### config.mk
export PLATFORM = sky130hd
export DESIGN_NAME = mcc_fifo
export DESIGN_NICKNAME = d
export VERILOG_FILES = /design/src/hw/rtl/mcc_pkg.sv /design/src/hw/rtl/mcc_fifo.sv
export SDC_FILE = /design/constraint.sdc
export NUM_CORES = 1
export LEC_CHECK = 0
export BUFFER_PORTS_ARGS = -buffer_cell sky130_fd_sc_hd__buf_2
export CORE_AREA = 5 5 73 48
export DETAILED_ROUTE_END_ITERATION = 10
export DIE_AREA = 0 0 78 53
export GPL_TIMING_DRIVEN = 0
export PLACE_DENSITY_LB_ADDON = 0.3
export SYNTH_ARGS = -nofsm -noshare
export SYNTH_HDL_FRONTEND = slang
export SYNTH_SLANG_ARGS = --single-unit
### constraint.sdc
create_clock -name clk -period 2.9 [get_ports clk]
set_input_delay 0.58 -clock clk [delete_from_list [all_inputs] [get_ports clk]]
set_output_delay 0.58 -clock clk [all_outputs]
set_load 0.1 [all_outputs]
### src/hw/rtl/mcc_pkg.sv
// Shared types and constants of the cross center finder.
package mcc_pkg;

    localparam int COORD_WIDTH_DEF = 32;
    localparam int LEN_WIDTH       = 31;
    localparam int QUEUE_DEPTH     = 2;
    localparam int NUM_PAIRINGS    = 3;

    // Configuration register indexes
    typedef enum logic [1:0] {
        REG_ARM_FIRST  = 2'd0,
        REG_ARM_SECOND = 2'd1,
        REG_TOLERANCE  = 2'd2
    } cfg_index_t;

    typedef logic [1:0] marker_idx_t;

    // Configuration registers as seen by the back end
    typedef struct packed {
        logic [LEN_WIDTH-1:0] arm_first;
        logic [LEN_WIDTH-1:0] arm_second;
        logic [LEN_WIDTH-1:0] tolerance;
    } cfg_t;

    // Pairings tried in order: collinear partner of marker 0, then the other arm
    localparam marker_idx_t PAIR_C [NUM_PAIRINGS] = '{2'd1, 2'd2, 2'd3};
    localparam marker_idx_t PAIR_A [NUM_PAIRINGS] = '{2'd2, 2'd1, 2'd1};
    localparam marker_idx_t PAIR_B [NUM_PAIRINGS] = '{2'd3, 2'd3, 2'd2};

endpackage

### src/hw/rtl/mcc_fifo.sv
// Short queue between front and back end (depth a power of two).
module mcc_fifo #(
    parameter int DATA_W = 8,
    parameter int DEPTH  = mcc_pkg::QUEUE_DEPTH
) (
    input  logic              clk,
    input  logic              rst_n,
    input  logic              push,
    input  logic [DATA_W-1:0] push_data,
    output logic              full,
    input  logic              pop,
    output logic              valid,
    output logic [DATA_W-1:0] pop_data
);
    import mcc_pkg::*;

    localparam int AW = (DEPTH > 1) ? $clog2(DEPTH) : 1;
    localparam int CW = $clog2(DEPTH + 1);

    logic [DATA_W-1:0] mem [DEPTH];
    logic [AW-1:0]     wr_ptr_reg, wr_ptr_next;
    logic [AW-1:0]     rd_ptr_reg, rd_ptr_next;
    logic [CW-1:0]     count_reg, count_next;
    logic              do_push, do_pop;

    assign full     = (count_reg == CW'(DEPTH));
    assign valid    = (count_reg != '0);
    assign do_push  = push && !full;
    assign do_pop   = pop && valid;
    assign pop_data = mem[rd_ptr_reg];

    // Pointer and fill count update
    always_comb
    begin
        wr_ptr_next = do_push ? AW'(wr_ptr_reg + 1'b1) : wr_ptr_reg;
        rd_ptr_next = do_pop  ? AW'(rd_ptr_reg + 1'b1) : rd_ptr_reg;
        count_next  = count_reg;
        if (do_push && !do_pop)
        begin
            count_next = count_reg + 1'b1;
        end
        else if (do_pop && !do_push)
        begin
            count_next = count_reg - 1'b1;
        end
    end

    always_ff @(posedge clk or negedge rst_n)
    begin
        if (!rst_n)
        begin
            wr_ptr_reg <= '0;
            rd_ptr_reg <= '0;
            count_reg  <= '0;
        end
        else
        begin
            wr_ptr_reg <= wr_ptr_next;
            rd_ptr_reg <= rd_ptr_next;
            count_reg  <= count_next;
        end
    end

    // Storage
    always_ff @(posedge clk)
    begin
        if (do_push)
        begin
            mem[wr_ptr_reg] <= push_data;
        end
    end

endmodule

==> run metrics <==
Rel. slew slack=52.53%; Critical Path End Type=output pin; hold buffer count at CTS=0; CP Cell Sequence=buf_2, mux2_1, buf_2; Post-CTS Repair Setup Buffers=0; die area=4134 sq um; Final Max Tran Viols=0; Mapped Cells=44; sequential area share after synthesis=73.89%; port bufs=21; Synth Flop Type=edfxtp_1; Post-CTS Resized=0; Initial Util=approximately 28%; clock sinks=20; share of layout cells above drive strength 1=42.03%; worst slew pin tran=0.7094 ns; fmax=0.4876 GHz; worst min path class=input port to async pin; Final Wtd Congestion=around 0.64; pin count of the biggest net entering global routing=13; Post-synth ARST share=roughly 20%; Root Driver=clkbuf_8; syn nets=57; diode count=0; max reg flops=16; # setup viols final=0; CTS tree=yes; placed cell count=99; clock-pin slew on the worst setup and hold paths=roughly 0.080 ns; first-pass GRT wire length=2.042 mm; unrepaired setup endpoints after global routing=false; Ys Warns=0; Placement Cell Area=933.4 sq um; Inserted Clock Buffers=3; Routed WL per cell=between 10 and 15 um; synthesized area=785.8 sq um; area grow syn2layout=27.87%; Worst setup SP type=flip-flop; clock buffer depth=2; # Max-Cap Violations=0; crit-path leading delay family=buffers and inverters; Total GRT Usage=6.999%; FF+latch count, synth=20; Residual DRC=0; final hold vios=0; Post-DRT Antenna Nets=0; die width=around 78 um; total routed wirelength=1.281 mm; fin cells=103; aggregate global routing overflow=0; CP dominant cell by count=buf_2; crit path DAT=1.47 ns; # nets final=83; Period minus WS final=2.051 ns; clk_lat worst skew=around 0.26 ns; vias per inst=approximately 4; 1st-iter DRT viols=21; Die Span Y=53 um; Yosys top cell area share=61.15%; Worst path slowest cell=mux2_1; Tcrit/Tclk final=70.72%; Final Skew=0.004848 ns; post-route cell area=1005 sq um; WS Path Type=flip-flop to output pin; IO Pins=22; worst-path maximum fanout=9; Worst EP required=about 2.3 ns; Detailed Routing Iterations Pass 1=2; Crit path largest cell delay=0.36 ns; htree depth=1; post-synthesis cell type count=14; area leader, netlist=edfxtp_1; total vias in the final route=419; number of synthesized flops with an enable pin=16; top cells by area, synth=edfxtp_1, dfrtp_1, mux2_1, xnor2_1, xor2_1; Fin Setup TNS=0 ns; status=finished, final reports clean; WP buf/inv=2; row cnt=15; fin worst setup slack=0.8490 ns; Post-Syn Area per Cell=17.86 sq um; core outline area=2759 sq um; vias in the first global route=433; FILL cells=between 200 and 300; initial antenna violation count=0; dpl ws=about 1.1 ns
## per-layer routing
metal	part of all wire [%]	GRT usage (%)
met1	47	8.000
met2	41	10.25
met3	11	4.932
met4	0.86	2.528
met5	0	0
## path summary, 6_finish.rpt
kind | to | cells after the start | slack, ns | from
setup / recovery | pop_data[5] | 3 | 0.85 | rd_ptr_reg
hold / removal | count_reg[1] | 1 | 0.11 | rst_n
setup reg to reg | mem[0][6] | 3 | 1.30 | count_reg[0]
hold reg to reg | wr_ptr_reg | 1 | 0.50 | wr_ptr_reg
max in group asynchronous | wr_ptr_reg | 1 | 2.66 | rst_n
min in group clk | wr_ptr_reg | 1 | 0.50 | wr_ptr_reg
## cell type report
cell class                      instances  area [sq um]  share of cell area, %
Sequential cell                        20         580.6                  57.78
Timing Repair Buffer                   21         105.1                  10.46
Inverter                                2         7.507                 0.7472
Multi-Input combinational cell         21         192.7                  19.18
Buffer                                  1         5.005                 0.4981
Tap cell                               34         42.54                  4.234
Clock buffer                            3         41.29                  4.110
Clock inverter                          1         30.03                  2.989
## logic make-up after synthesis
family / share of synthesized area, %
DFF: 73.89
and+or+nand+nor: 5.894
xor gates and xnor gates: 5.574
adders and majority gates: 1.592
buffers and inverters: 1.592
muxes: 11.47
## stage by stage
step                      util [%]  hold slack, ns
after CTS                    36.42          0.1109
final                        36.42          0.1132
after detailed placement     33.83          0.3951
after floorplan                  -          0.2844
after global placement       33.83          0.3935
after global routing         36.42          0.1041
## worst reg2reg max path, cell delays in order, from the launching register on
cell and delay, ns:
dfrtp_1 0.41, nand2b_1 0.19, nand2_2 0.09, nor2_1 0.55
## cells in the mapped netlist (2+ instances only)
master     n
dfrtp_1    4
edfxtp_1  16
inv_1      2
mux2_1     8
nor2_1     2
xnor2_1    3
xor2_1     2
## layout by cell type (no fill, tap or decap)
master      n
bufinv_16   1
inv_1       2
nand2_4     1
or2_4       1
nand2b_1    1
buf_2      22
nand2_2     1
nor2_1      2
and3_1      1
xor2_1      2
edfxtp_1   16
clkbuf_8    3
dfrtp_1     4
mux2_1      8
xnor2_1     3
ha_1        1
Power is not shown: default switching activity piles up to over one toggle a cycle in this logic, so the estimate is an artifact.
