--- config.mk ---
export PLATFORM = sky130hd
export DESIGN_NAME = mcc_front
export DESIGN_NICKNAME = d
export VERILOG_FILES = /design/src/hw/rtl/mcc_pkg.sv /design/src/hw/rtl/mcc_front.sv
export SDC_FILE = /design/constraint.sdc
export NUM_CORES = 1
export LEC_CHECK = 0
export BUFFER_PORTS_ARGS = -buffer_cell sky130_fd_sc_hd__buf_2
export CAP_MARGIN = 10
export CELL_PAD_IN_SITES_DETAIL_PLACEMENT = 1
export CELL_PAD_IN_SITES_GLOBAL_PLACEMENT = 2
export CORE_AREA = 2 2 423 425
export DETAILED_ROUTE_END_ITERATION = 10
export DIE_AREA = 0 0 425 427
export PLACE_DENSITY = 0.55
export RECOVER_POWER = 50
export SYNTH_ARGS = -nofsm -noshare
export SYNTH_HDL_FRONTEND = slang
export SYNTH_SLANG_ARGS = --single-unit
--- constraint.sdc ---
create_clock -name vclk -period 9
set_input_delay 0.9 -clock vclk [all_inputs]
set_output_delay 0.9 -clock vclk [all_outputs]
set_load 0.1 [all_outputs]
--- src/hw/rtl/mcc_pkg.sv ---
// Shared types and constants of the cross center finder.
package mcc_pkg;

    localparam int COORD_WIDTH_DEF = 32;
    localparam int LEN_WIDTH       = 31;
    localparam int QUEUE_DEPTH     = 2;
    localparam int NUM_PAIRINGS    = 3;

    // Configuration register indexes
    typedef enum logic [1:0] {
        REG_ARM_FIRST  = 2'd0,
        REG_ARM_SECOND = 2'd1,
        REG_TOLERANCE  = 2'd2
    } cfg_index_t;

    typedef logic [1:0] marker_idx_t;

    // Configuration registers as seen by the back end
    typedef struct packed {
        logic [LEN_WIDTH-1:0] arm_first;
        logic [LEN_WIDTH-1:0] arm_second;
        logic [LEN_WIDTH-1:0] tolerance;
    } cfg_t;

    // Pairings tried in order: collinear partner of marker 0, then the other arm
    localparam marker_idx_t PAIR_C [NUM_PAIRINGS] = '{2'd1, 2'd2, 2'd3};
    localparam marker_idx_t PAIR_A [NUM_PAIRINGS] = '{2'd2, 2'd1, 2'd1};
    localparam marker_idx_t PAIR_B [NUM_PAIRINGS] = '{2'd3, 2'd3, 2'd2};

endpackage

--- src/hw/rtl/mcc_front.sv ---
// Front end: accepts marker words and forms the arm difference vectors.
module mcc_front #(
    parameter int COORD_WIDTH = mcc_pkg::COORD_WIDTH_DEF
) (
    input  logic                                   in_valid,
    output logic                                   in_ready,
    input  logic signed [COORD_WIDTH-1:0]          point [4][3],
    output logic                                   q_push,
    input  logic                                   q_full,
    output logic [3*COORD_WIDTH+18*(COORD_WIDTH+1)-1:0] q_data
);
    import mcc_pkg::*;

    localparam int W  = COORD_WIDTH;
    localparam int DW = W + 1;

    // Difference slots: P1-P0, P2-P0, P3-P0, P2-P3, P1-P3, P1-P2
    localparam int MINU [6] = '{1, 2, 3, 2, 1, 1};
    localparam int SUBT [6] = '{0, 0, 0, 3, 3, 2};

    logic signed [DW-1:0] diff [6][3];

    // Arm vectors, sign extended by one bit so they never wrap
    always_comb
    begin
        for (int s = 0; s < 6; s++)
        begin
            for (int k = 0; k < 3; k++)
            begin
                diff[s][k] = {point[MINU[s]][k][W-1], point[MINU[s]][k]}
                           - {point[SUBT[s]][k][W-1], point[SUBT[s]][k]};
            end
        end
    end

    // Pack marker 0 and the six vectors into one queue word
    always_comb
    begin
        q_data = '0;
        for (int k = 0; k < 3; k++)
        begin
            q_data[k*W +: W] = point[0][k];
        end
        for (int s = 0; s < 6; s++)
        begin
            for (int k = 0; k < 3; k++)
            begin
                q_data[3*W + (s*3+k)*DW +: DW] = diff[s][k];
            end
        end
    end

    assign in_ready = !q_full;
    assign q_push   = in_valid && !q_full;

endmodule

==> flow_summary.json <==
{
  "status": "completed",
  "rsz0062_at_grt": "false",
  "drcViolationCount": 0,
  "period_share_pct": 65.74,
  "period_minus_slack_ps": 5917,
  "hold_viol": 0,
  "setup_viol_count_final": 0,
  "critPathMaxStageDelay_ps": 690,
  "slew_violations": 0,
  "tns_ps": 0,
  "fillers": 22330,
  "gp_congestion": 0.8878,
  "critPathKind": "input port to output port",
  "synth_top_family_by_area": "compound AO/OA/AOI/OAI gates",
  "synth_area_per_cell_sq_um": 6.901,
  "critPathRequiredTime_ps": 8100,
  "core_sq_um": 177300,
  "drtIter0Drc": 1344,
  "synth_area_sq_um": 29230,
  "cts_setup_buffers": 0,
  "yosysMostFrequentCell": "ha_1",
  "power.total_mw": 7.739,
  "worstPathArrival_ps": 5020,
  "drt-total-wl_microns": 164500,
  "num-nets-final": 6152,
  "rows": 155,
  "synth_top_cells_by_area": "ha_1 (25%), xnor2_1 (9.5%), a21oi_1 (7.5%)",
  "whs_ps": 2394,
  "leakagePower_nw": 18.25,
  "synth_compound_area_share_pct": 33.10,
  "dp_hpwl_microns": 152100,
  "synth_cell_types": 84,
  "p_per_area_nw_per_um2": 213.4,
  "ant_nets": 0,
  "cts_resized": 0,
  "port_buffers": 1078,
  "ios": 1078,
  "area_delta_synth_final_pct": 24.08,
  "fmax_mhz": 169.0,
  "maxCapViolCount": 0,
  "grt_pass1_wl_microns": 233600,
  "drive_gt1_share_pct": 15.28,
  "synth_commonest_cells": "ha_1 (576), inv_1 (461), a21oi_1 (436), xnor2_1 (318), nor2_1 (310)",
  "cp_cell_sequence": "buf_2 -> inv_1 -> ha_1 -> fa_1 -> nor2b_1 -> o21a_1 -> o21ai_0 -> a32oi_1 -> a41oi_1 -> o31ai_1 -> a31oi_1 -> nor3_1 -> nor3_1 -> xnor2_1 -> buf_2",
  "ys_seq_area_share_pct": 0,
  "synth.top_cell.area_share_pct": 24.66,
  "track_usage_pct": 16.96,
  "grt.overflow.total": 0,
  "synth_xor_area_share_pct": 14.20,
  "use_met2_pct": 32.67,
  "vias": 34270,
  "n_clock_buffer": 0,
  "grt_start_max_net_pins": 11,
  "firstDrtPassIters": 5,
  "antenna_found_initial": 28,
  "max_slew_margin_pct": 6.089,
  "vias_per_cell": 4.551,
  "synth_nets": 5215,
  "worstSetupEndpointType": "output port",
  "critical-path-top-delay-family": "compound AO/OA/AOI/OAI gates",
  "grtUsageMet1_pct": 20.12,
  "cp_max_fo": 4,
  "final-seq-area_sq_um": 0,
  "crit_path_start_kind": "input port",
  "die_x_microns": 425,
  "synth_adder_area_share_pct": 25.89,
  "grtUsageMet3_pct": 1.716,
  "synthSimpleGateAreaFrac_pct": 17.62,
  "hp-class": "input port to output port",
  "yosys.area.top_type": "ha_1",
  "tightest_slew_ps": 1415,
  "yosys_warnings": 0,
  "cp_num_buf_inv": 3,
  "grt_busiest_layer": "met2",
  "synthCells": 4235,
  "wl_per_cell_microns": 21.85,
  "cts.hold.buffers_added": 0,
  "peakVddDrop_mv": 0.1434,
  "die-area_sq_um": 181500,
  "initial_core_util_pct": 16.49,
  "grt_pass1_vias": 35300,
  "synth_mux_area_share_pct": 0.1370,
  "critPathSlowestCell": "o31ai_1",
  "flops_and_latches": 0,
  "dieHeight_microns": 427
}
==> kinds of logic after synthesis <==
| kind of cell | count (synthesis) |
|---|---|
| AOI/OAI and AO/OA | 1492 |
| and+or+nand+nor | 1063 |
| buffers and inverters | 608 |
| adders and majority gates | 594 |
| xor gates and xnor gates | 474 |
| muxes | 4 |
==> stage by stage <==
stage               area, sq um  worst slack (ps)  std cells  util (%)
finish                    36260              3083       7529     20.46
detailed placement        36680              3100       7525     20.70
global placement          36680              3103       7525     20.70
CTS                       36680              3070       7525     20.70
global route              36260              2737       7529     20.46
floorplan                 29230              1671       4235         -
==> power by group <==
| group | total (mW) | internal, mW | switching [mW] |
|---|---|---|---|
| sequential | 0 | 0 | 0 |
| clock | 0.0000000599 | 0.0000000599 | 0 |
| combinational | 7.74 | 1.32 | 6.42 |
| total | 7.74 | 1.32 | 6.42 |
==> final cells by class <==
type                       count  area, sq um  share of cell area [%]
antenna                        4        10.01                 0.02760
timing repair buffer        1082         4994                   13.77
inverter                     461         1730                   4.772
multi-input combinational   3627        26580                   73.30
tap                         2355         2947                   8.126
==> metal layers <==
metal,vias up,part of all wire [%]
met2,711,52
met1,16320,42
met3,124,3.7
li1,17090,-
met4,20,2.4
met5,-,0.081
==> cell usage in the layout (no fill, tap or decap), types with 17 or more instances in the layout <==
| master | n |
|---|---|
| nand2b_1 | 69 |
| a21o_1 | 279 |
| nand4_1 | 58 |
| o211ai_1 | 35 |
| nand2_1 | 250 |
| o31ai_1 | 22 |
| nor2b_1 | 82 |
| a31oi_1 | 53 |
| clkbuf_1 | 345 |
| o21ai_0 | 269 |
| and3_1 | 47 |
| a211o_1 | 18 |
| inv_1 | 461 |
| fa_1 | 18 |
| a21oi_1 | 436 |
| xor2_1 | 156 |
| ha_1 | 576 |
| nor3_1 | 55 |
| or2_2 | 17 |
| xnor2_1 | 318 |
| o21bai_1 | 51 |
| buf_2 | 733 |
| a21boi_0 | 23 |
| nor2_1 | 310 |
| o21a_1 | 86 |
| nand3_1 | 92 |
| and2_1 | 20 |
| a211oi_1 | 34 |
==> path summary, 6_finish.rpt <==
kind,slack [ps],startpoint,endpoint,cells after the start
worst max-delay path,3080,point[64],q_data[324],15
worst min-delay path,2390,point[382],q_data[30],2
(Power assumes the default switching activity.)
